<file path="config.mk">
export PLATFORM = sky130hd
export DESIGN_NAME = hsb_to_rgb_converter_unit
export DESIGN_NICKNAME = d
export VERILOG_FILES = /design/src/hw/rtl/h2r_pkg.sv /design/src/hw/rtl/hsb_to_rgb_converter_unit.sv /design/src/hw/rtl/h2r_prep.sv /design/src/hw/rtl/h2r_prod.sv /design/src/hw/rtl/h2r_out.sv
export SDC_FILE = /design/constraint.sdc
export NUM_CORES = 2
export LEC_CHECK = 0
export BUFFER_PORTS_ARGS = -buffer_cell sky130_fd_sc_hd__buf_2
export CORE_MARGIN = 2
export CORE_UTILIZATION = 40
export CTS_CLUSTER_SIZE = 16
export DETAILED_ROUTE_END_ITERATION = 8
export PLACE_DENSITY_LB_ADDON = 0.12
export RECOVER_POWER = 25
export SETUP_SLACK_MARGIN = 0.5
export SLEW_MARGIN = 40
export SYNTH_ARGS = -nofsm -noshare
export SYNTH_HDL_FRONTEND = slang
export SYNTH_SLANG_ARGS = --single-unit
</file>
<file path="constraint.sdc">
create_clock -name i_clk -period 10.2 [get_ports i_clk]
set_input_delay 1.53 -clock i_clk [delete_from_list [all_inputs] [get_ports i_clk]]
set_output_delay 1.53 -clock i_clk [all_outputs]
set_load 0.005 [all_outputs]
</file>
<file path="src/hw/rtl/h2r_pkg.sv">
// shared types, constants and fixed-point helpers of the hsb to rgb converter
package h2r_pkg;

    // fixed-point format: 1.0 is 2^FRAC_BITS
    localparam int FRAC_BITS = 16;
    localparam logic [16:0] FX_ONE  = 17'h10000;
    localparam logic [16:0] FX_HALF = 17'h08000;

    // hue sectors, one per sixth of a turn
    typedef enum logic [2:0] {
        SEC_R_TO_Y = 3'd0,
        SEC_Y_TO_G = 3'd1,
        SEC_G_TO_C = 3'd2,
        SEC_C_TO_B = 3'd3,
        SEC_B_TO_M = 3'd4,
        SEC_M_TO_R = 3'd5
    } t_sector;

    typedef struct packed {
        logic [15:0] hue;
        logic [15:0] saturation;
        logic [15:0] brightness;
    } t_hsb;

    typedef struct packed {
        logic [7:0] red;
        logic [7:0] green;
        logic [7:0] blue;
    } t_rgb;

    // after input scaling
    typedef struct packed {
        t_sector     sector;
        logic        sat_zero;
        logic [15:0] frac;
        logic [16:0] sat;
        logic [16:0] val;
    } t_stg1;

    // after the saturation products
    typedef struct packed {
        t_sector     sector;
        logic        sat_zero;
        logic [16:0] val;
        logic [16:0] one_m_s;
        logic [16:0] s_f;
        logic [16:0] s_fc;
    } t_stg2;

    // after the brightness products
    typedef struct packed {
        t_sector     sector;
        logic        sat_zero;
        logic [16:0] val;
        logic [16:0] p;
        logic [16:0] q;
        logic [16:0] t;
    } t_stg3;

    // x/65535 mapped to 1.0 = 2^16, rounded half up
    function automatic logic [16:0] unit_to_fx(input logic [15:0] x);
        return {1'b0, x} + 17'(x[15]);
    endfunction

    // rounded fixed-point product, operands at most 1.0
    function automatic logic [16:0] fx_mul(input logic [16:0] a, input logic [16:0] b);
        logic [33:0] prod;
        prod = 34'(a) * 34'(b) + 34'(FX_HALF);
        return prod[32:16];
    endfunction

    // value times 255, rounded half up, clamped to a byte
    function automatic logic [7:0] fx_to_byte(input logic [16:0] x);
        logic [24:0] m;
        logic [8:0]  c;
        m = {x, 8'b0} - 25'(x) + 25'(FX_HALF);
        c = m[24:16];
        return (c > 9'd255) ? 8'hFF : c[7:0];
    endfunction

endpackage

</file>
<file path="src/hw/rtl/hsb_to_rgb_converter_unit.sv">
// top level of the hsb to rgb converter pipeline
//
// channel   direction  handshake              payload
// -------   ---------  ---------------------  ------------------------------
// pixel in  input      i_valid / o_ready      i_pix: hue, saturation, brightness
// rgb out   output     o_valid / i_ready      o_rgb: red, green, blue
//
// one item per clock sustained while i_ready stays high
// the four register stages are input scaling, saturation products,
// brightness products, byte conversion with channel routing
// each stage holds its item until the next stage frees; bubbles close up
// under a stall, so input is still taken while the result waits
// i_rst_n is synchronous and clears only the stage valid bits
module hsb_to_rgb_converter_unit (
    input  logic          i_clk,
    input  logic          i_rst_n,
    input  logic          i_valid,
    output logic          o_ready,
    input  h2r_pkg::t_hsb i_pix,
    output logic          o_valid,
    input  logic          i_ready,
    output h2r_pkg::t_rgb o_rgb
);

    // link between input scaling and the products
    logic           s1_valid;
    logic           s1_ready;
    h2r_pkg::t_stg1 s1_data;

    // link between the products and the output stage
    logic           s3_valid;
    logic           s3_ready;
    h2r_pkg::t_stg3 s3_data;

    // sector, fraction and 1.0-scaled s and v
    h2r_prep u_prep (
        .i_clk   (i_clk),
        .i_rst_n (i_rst_n),
        .i_valid (i_valid),
        .o_ready (o_ready),
        .i_data  (i_pix),
        .o_valid (s1_valid),
        .i_ready (s1_ready),
        .o_data  (s1_data)
    );

    // s*f, s*(1-f), then v*(1-s), v*(1-s*f), v*(1-s*(1-f))
    h2r_prod u_prod (
        .i_clk   (i_clk),
        .i_rst_n (i_rst_n),
        .i_valid (s1_valid),
        .o_ready (s1_ready),
        .i_data  (s1_data),
        .o_valid (s3_valid),
        .i_ready (s3_ready),
        .o_data  (s3_data)
    );

    // scale to bytes and route by sector; gray when saturation is zero
    h2r_out u_out (
        .i_clk   (i_clk),
        .i_rst_n (i_rst_n),
        .i_valid (s3_valid),
        .o_ready (s3_ready),
        .i_data  (s3_data),
        .o_valid (o_valid),
        .i_ready (i_ready),
        .o_data  (o_rgb)
    );

endmodule

</file>
<file path="src/hw/rtl/h2r_prep.sv">
// input stage: hue sector and fraction, saturation and brightness scaling
module h2r_prep (
    input  logic          i_clk,
    input  logic          i_rst_n,
    input  logic          i_valid,
    output logic          o_ready,
    input  h2r_pkg::t_hsb i_data,
    output logic          o_valid,
    input  logic          i_ready,
    output h2r_pkg::t_stg1 o_data
);

    logic           r_valid;
    h2r_pkg::t_stg1 r_data;
    h2r_pkg::t_stg1 n_data;
    logic [18:0]    hue6;

    // hue*6 as shift and add
    assign hue6 = {1'b0, i_data.hue, 2'b0} + {2'b0, i_data.hue, 1'b0};

    always_comb begin
        n_data.sector   = h2r_pkg::t_sector'(hue6[18:16]);
        n_data.frac     = hue6[15:0];
        n_data.sat_zero = (i_data.saturation == 16'd0);
        n_data.sat      = h2r_pkg::unit_to_fx(i_data.saturation);
        n_data.val      = h2r_pkg::unit_to_fx(i_data.brightness);
    end

    assign o_ready = !r_valid || i_ready;

    always_ff @(posedge i_clk) begin
        if (!i_rst_n) begin
            r_valid <= 1'b0;
        end else if (o_ready) begin
            r_valid <= i_valid;
        end
    end

    always_ff @(posedge i_clk) begin
        if (o_ready && i_valid) begin
            r_data <= n_data;
        end
    end

    assign o_valid = r_valid;
    assign o_data  = r_data;

endmodule

</file>
<file path="src/hw/rtl/h2r_prod.sv">
// two multiplier stages: saturation products, then brightness products
module h2r_prod (
    input  logic           i_clk,
    input  logic           i_rst_n,
    input  logic           i_valid,
    output logic           o_ready,
    input  h2r_pkg::t_stg1 i_data,
    output logic           o_valid,
    input  logic           i_ready,
    output h2r_pkg::t_stg3 o_data
);

    logic           r_valid2;
    logic           r_valid3;
    logic           ready3;
    h2r_pkg::t_stg2 r_data2;
    h2r_pkg::t_stg2 n_data2;
    h2r_pkg::t_stg3 r_data3;
    h2r_pkg::t_stg3 n_data3;
    logic [16:0]    one_m_f;

    assign one_m_f = h2r_pkg::FX_ONE - {1'b0, i_data.frac};

    // s*f and s*(1-f)
    always_comb begin
        n_data2.sector   = i_data.sector;
        n_data2.sat_zero = i_data.sat_zero;
        n_data2.val      = i_data.val;
        n_data2.one_m_s  = h2r_pkg::FX_ONE - i_data.sat;
        n_data2.s_f      = h2r_pkg::fx_mul(i_data.sat, {1'b0, i_data.frac});
        n_data2.s_fc     = h2r_pkg::fx_mul(i_data.sat, one_m_f);
    end

    // p, q, t
    always_comb begin
        n_data3.sector   = r_data2.sector;
        n_data3.sat_zero = r_data2.sat_zero;
        n_data3.val      = r_data2.val;
        n_data3.p        = h2r_pkg::fx_mul(r_data2.val, r_data2.one_m_s);
        n_data3.q        = h2r_pkg::fx_mul(r_data2.val, h2r_pkg::FX_ONE - r_data2.s_f);
        n_data3.t        = h2r_pkg::fx_mul(r_data2.val, h2r_pkg::FX_ONE - r_data2.s_fc);
    end

    assign ready3  = !r_valid3 || i_ready;
    assign o_ready = !r_valid2 || ready3;

    always_ff @(posedge i_clk) begin
        if (!i_rst_n) begin
            r_valid2 <= 1'b0;
            r_valid3 <= 1'b0;
        end else begin
            if (o_ready) begin
                r_valid2 <= i_valid;
            end
            if (ready3) begin
                r_valid3 <= r_valid2;
            end
        end
    end

    always_ff @(posedge i_clk) begin
        if (o_ready && i_valid) begin
            r_data2 <= n_data2;
        end
        if (ready3 && r_valid2) begin
            r_data3 <= n_data3;
        end
    end

    assign o_valid = r_valid3;
    assign o_data  = r_data3;

endmodule

</file>
<file path="src/hw/rtl/h2r_out.sv">
// output stage: byte conversion and sector channel routing
module h2r_out (
    input  logic           i_clk,
    input  logic           i_rst_n,
    input  logic           i_valid,
    output logic           o_ready,
    input  h2r_pkg::t_stg3 i_data,
    output logic           o_valid,
    input  logic           i_ready,
    output h2r_pkg::t_rgb  o_data
);

    logic          r_valid;
    h2r_pkg::t_rgb r_data;
    h2r_pkg::t_rgb n_data;
    logic [7:0]    cv;
    logic [7:0]    cp;
    logic [7:0]    cq;
    logic [7:0]    ct;

    assign cv = h2r_pkg::fx_to_byte(i_data.val);
    assign cp = h2r_pkg::fx_to_byte(i_data.p);
    assign cq = h2r_pkg::fx_to_byte(i_data.q);
    assign ct = h2r_pkg::fx_to_byte(i_data.t);

    always_comb begin
        if (i_data.sat_zero) begin
            n_data = '{red: cv, green: cv, blue: cv};
        end else begin
            case (i_data.sector)
                h2r_pkg::SEC_R_TO_Y: n_data = '{red: cv, green: ct, blue: cp};
                h2r_pkg::SEC_Y_TO_G: n_data = '{red: cq, green: cv, blue: cp};
                h2r_pkg::SEC_G_TO_C: n_data = '{red: cp, green: cv, blue: ct};
                h2r_pkg::SEC_C_TO_B: n_data = '{red: cp, green: cq, blue: cv};
                h2r_pkg::SEC_B_TO_M: n_data = '{red: ct, green: cp, blue: cv};
                default:             n_data = '{red: cv, green: cp, blue: cq};
            endcase
        end
    end

    assign o_ready = !r_valid || i_ready;

    always_ff @(posedge i_clk) begin
        if (!i_rst_n) begin
            r_valid <= 1'b0;
        end else if (o_ready) begin
            r_valid <= i_valid;
        end
    end

    always_ff @(posedge i_clk) begin
        if (o_ready && i_valid) begin
            r_data <= n_data;
        end
    end

    assign o_valid = r_valid;
    assign o_data  = r_data;

endmodule

</file>
=== Yosys cells after proc, flatten, opt, wreduce, memory -nomap -nowiden ===
Cells that the tools add are included.

* Bits in registers: 226
* Bits in latches: 0
* Memory bits (writable): 0
* Memory bits (read-only): 0
* Output and inout bits: 26
* Word-level logic and storage cells: 77
* Memories: 0

* Add/subtract/negate cells: 20
* Multipliers: 5
* Div/mod/pow operators: 0
* Magnitude comparators: 4
* Eq/ne operators: 4
* Shift-type cells: 0
* Muxes and demuxes: 6
* Bitwise gates (word level): 0
* Reduce and logical (&&, ||, !) cells: 14

{| class="wikitable"
|+ Operator list
! kind !! number
|-
| $add A33 B16 Y33 const B || 5
|-
| $mul A17 B17 Y33 || 4
|-
| $pmux W24 S5 || 1
|-
| $add A25 B16 Y25 const B || 4
|-
| $sub A25 B17 Y25 || 4
|-
| $sub A17 B17 Y17 const A || 3
|-
| $gt A9 B8 Y1 const B || 4
|-
| $add A16 B1 Y17 || 2
|-
| $mul A17 B16 Y33 || 1
|-
| $mux W8 || 4
|-
| $mux W24 || 1
|-
| $add A18 B17 Y19 || 1
|-
| $sub A17 B16 Y17 const A || 1
|-
| $logic_not A16 Y1 || 1
|-
| $eq A3 B2 Y1 const B || 2
|-
| $logic_and A1 B1 Y1 || 4
|-
| $logic_not A1 Y1 || 4
|-
| $logic_or A1 B1 Y1 || 4
|-
| $eq A3 B1 Y1 const B || 1
|-
| $eq A3 B3 Y1 const B || 1
|-
| $logic_not A3 Y1 || 1
|}

=== Depth between registers and ports, before layout ===
* Depth in word-level cells: 6
* Mapped depth: 32

=== Cells and area by module ===
A second synthesis with hierarchy kept.

* Cell total of the unflattened synthesis: 6332
* Area, all modules: 58399.8 um2

{| class="wikitable"
|+ Modules (own cells, without submodules)
! module !! times used !! cells each !! area an instance (um2) !! sequential area each (um2)
|-
| h2r_prod || 1 || 5443 || 50284.5 || 4364.2
|-
| h2r_out || 1 || 631 || 5049.8 || 740.7
|-
| h2r_prep || 1 || 258 || 3065.4 || 1611.5
|}

=== Worst setup path before layout ===
OpenSTA, ideal clock, no wires.

* Path kind: input to register
* From: input i_ready
* To: register u_prod.r_data2, in the netlist u_prod.n_data3[51], enable pin
* Setup time: 0.612 ns
* Data arrival time: 7.060 ns
* Data required time: 9.588 ns
* Setup slack: 2.528 ns
* Stages: 3
* Buffers on the path: 0
* Path through: nor2b_1 and2_0 a21boi_0

* Word-level cells in the longest chain between the ends: 4

{| class="wikitable"
|+ RTL lines
! item !! RTL line !! source
|-
| start: declaration || hsb_to_rgb_converter_unit.sv:21 || <nowiki>input logic i_ready,</nowiki>
|-
| $logic_or A1 B1 Y1 || h2r_out.sv:41 || <nowiki>assign o_ready = !r_valid || i_ready;</nowiki>
|-
| $logic_or A1 B1 Y1 || h2r_prod.sv:44 || <nowiki>assign ready3 = !r_valid3 || i_ready;</nowiki>
|-
| $logic_or A1 B1 Y1 || h2r_prod.sv:45 || <nowiki>assign o_ready = !r_valid2 || ready3;</nowiki>
|-
| $logic_and A1 B1 Y1 || h2r_prod.sv:62 || <nowiki>if (o_ready && i_valid) begin</nowiki>
|-
| end signal: assignment || h2r_prod.sv:63 || <nowiki>r_data2 <= n_data2;</nowiki>
|-
| end: declaration || h2r_prod.sv:16 || <nowiki>h2r_pkg::t_stg2 r_data2;</nowiki>
|}

No other way between the ends.
A chain may end at the register's enable or synchronous reset.

==> metrics.txt <==
crit-path cells=clkbuf_1, nand2_1, fa_1, inv_1, fa_1, inv_1, fa_1, fa_1, fa_1, inv_1, fa_1, ha_1, a21o_1, a21o_1, a21o_1, a2111oi_0, o311a_1, o31ai_1, nor4_1, nor3_1, xnor2_1; commonest cells in the netlist=inv_1, fa_1, nand2_1; number of global-route vias before repair=43.00k; Core ar.=0.1414 mm^2; buffers from clock root to sink, at most=3; post-synthesis adder-cell area fraction=52.42%; io pins=78; critical path class=reg -> reg; Die Y=381.3 um; Slew Limit Fails=300; total grt overflow=0; clock root cell=clkbuf_16; mapped cell area=0.05696 mm^2; largest net degree at the start of global routing=72; # DRC=0; clk_lat worst skew=0.63 ns; Main synth FF type=edfxtp_1; crit-path max FO=52; max cap viols=10; FF-to-FF path depth=21; clk sink count=225; capturing point of the worst reg2reg path=u_prod.o_data[50]$_DFFE_PP_; Async SR Flop Fraction=0%; Finished Layout Cells=7992; Reg-to-Reg Start=u_prod.n_data3[64]$_DFFE_PP_; mux contribution to synthesized area=0.1362%; TritonCTS Buffers=30; Post-CTS Setup Repair Bufs=0; critical path endpoint category=register; H-tree levels=1; first-pass GRT wire length=244500 um; count of cell types in the netlist=103; most frequent cell after synthesis=inv_1; Req. time, crit path=10.55 ns; final setup fails=0; vias per cell=5.013; Multi-input gate area=0.04441 mm^2; M1 GR Usage=29.73%; largest family of logic cells by synthesized area=adder cells; share of cells above drive strength 1=4.769%; worst hold start=u_prep.o_data[11]$_DFFE_PP_; met3 Usage GRT=1.717%; status=complete, but fails checks; TNS Setup=0 ns; routing usage on met2=36.15%; Hold-fix buffers, CTS=0; worst hold path class=reg -> reg; Mapped Cells=6121; syn_area_per_cell=9.305 um^2; Die Wd=381.3 um; Final nets=7877; CP peak stage delay=2.32 ns; 1st-iter DRT viols=2102; worst hold path depth=0; RSZ-0062 raised after global routing=no; Crit-path slowest cell=clkbuf_1; post-route design area=0.06092 mm^2; fin crit share=85.43%; # port buffers=77; Worst-Margin Slew=3.347 ns; failing checks=capacitance limit, slew limit; R2R setup slack=1.49 ns; Vias=40.06k; placed cell areas=0.05990 mm^2; Synth Area in Compound Gates=5.253%; Detailed Route WL=151700 um; Layout area overhead=6.953%; Post-synth EDFFs=221; Synth Area in XOR/XNOR=3.524%; diode count=0; slew margin rel.=-123.1%; Critical Path AT=9.06 ns; Hold Violations, Final=0; Initial Util=40.28%; clock transition at the registers of the reported paths=0.05 ns; Fin Clk Skew=0.02694 ns; initial antenna violation count=2; # resized after CTS=0; Area contributors post-synth=fa_1, ha_1, edfxtp_1; Synth top area share=37.61%; most used cell, CP=fa_1; Rows=138; simple-gate area share of the yosys netlist=16.13%; Seq/Total Area, Yosys=11.79%; HPWL after detailed placement=116600 um; CTS tree=built; area leader, netlist=fa_1; DIE AREA=0.1454 mm^2; 1st-pass router iterations=8; drt wl/cell=18.99 um; Placer Congestion=0.8836; post-layout min period=8.714 ns; Endpoint, Worst Hold=u_prod.n_data3[62]$_DFFE_PP_; Placed Cells=7929; gr usage total=21.35%; Reg area=0.006716 mm^2; remaining antenna violation count=0; Yosys Warn Count=0; Most Crowded Layer GR=met2; Layout fillers=13.89k; Post-Syn Nets=7917; Startpoint Class=register; register bit total from synthesis=225; FMAX=114.8 MHz
==> layout by cell type (no fill, tap or decap), types with 26 or more instances in the layout <==
cell / n
a21o_1: 49
a21oi_1: 103
and2_1: 575
buf_2: 71
buf_4: 83
clkbuf_1: 26
clkbuf_16: 31
edfxtp_1: 221
fa_1: 1070
ha_1: 674
inv_1: 1360
nand2_1: 891
nand3_1: 45
nor2_1: 120
nor3_1: 51
o21ai_0: 70
xnor2_1: 134
xor2_1: 61
==> worst max-delay path by stage <==
stage	from	end	slack [ns]	cells after the start
2_1_floorplan	i_ready	u_prod.n_data3[51]$_DFFE_PP_	2.53	3
3_3_place_gp	u_prep.o_data[35]$_DFFE_PP_	u_prod.r_data2[16]$_DFFE_PP_	2.23	24
3_5_place_dp	u_prod.r_data2[19]$_DFFE_PP_	u_prod.o_data[32]$_DFFE_PP_	2.29	27
6_report	u_prod.n_data3[64]$_DFFE_PP_	u_prod.o_data[50]$_DFFE_PP_	1.49	21
4_1_cts	u_prod.r_data2[19]$_DFFE_PP_	u_prod.o_data[27]$_DFFE_PP_	2.25	29
5_1_grt	u_prod.n_data3[64]$_DFFE_PP_	u_prod.o_data[50]$_DFFE_PP_	0.93	21
==> metrics by stage <==
step	utilization, %	setup WS, ns	hold WS [ns]
after floorplan	-	2.528	0.4003
after global placement	42.22	2.234	0.4011
after detailed placement	42.36	2.294	0.4045
after CTS	43.06	2.250	0.4176
after global routing	43.08	0.9342	0.4190
final	43.08	1.486	0.4171
==> registers in the layout (all words and copies together) (netlist names) <==
register         cells
u_prod.o_data       72
u_prep.o_data       53
u_prod.r_data2      51
u_out.o_data        24
u_prod.n_data3      21
u_out.o_valid        1
u_prep.o_valid       1
u_prod.o_valid       1
u_prod.r_valid2      1
==> kinds of logic (layout without fill, tap and decap cells) <==
logic type      Yosys count  after routing
mux                       7              7
flops                   225            225
compound gates          434            434
buf+inv                1628           1609
xor+xnor                221            221
fa+ha+maj              1744           1744
simple gates           1862           1862
==> layer usage <==
layer / up-vias / wire length [um]
met5: - / 0
met4: 0 / 3945
met3: 177 / 6019
met2: 818 / 71650
met1: 20440 / 70110
li1: 18630 / -
==> worst max-delay path, delay by kind of cell (launching register included) <==
kind	cells	cell delay, ns
compound gates	6	1.39
flops	1	0.32
xor+xnor	1	0.13
simple gates	3	0.59
buf+inv	4	2.48
fa+ha+maj	7	3.44
==> area by class of cell <==
| type | instances | share of cell area, % |
|---|---|---|
| multi-input combinational | 4268 | 72.90 |
| tap | 1890 | 3.882 |
| clock inverter | 18 | 0.3307 |
| inverter | 1362 | 8.393 |
| timing repair buffer | 194 | 2.169 |
| sequential | 225 | 11.03 |
| clock buffer | 35 | 1.298 |
Power is not shown: default switching activity piles up to over one toggle a cycle in this logic, so the estimate is an artifact.
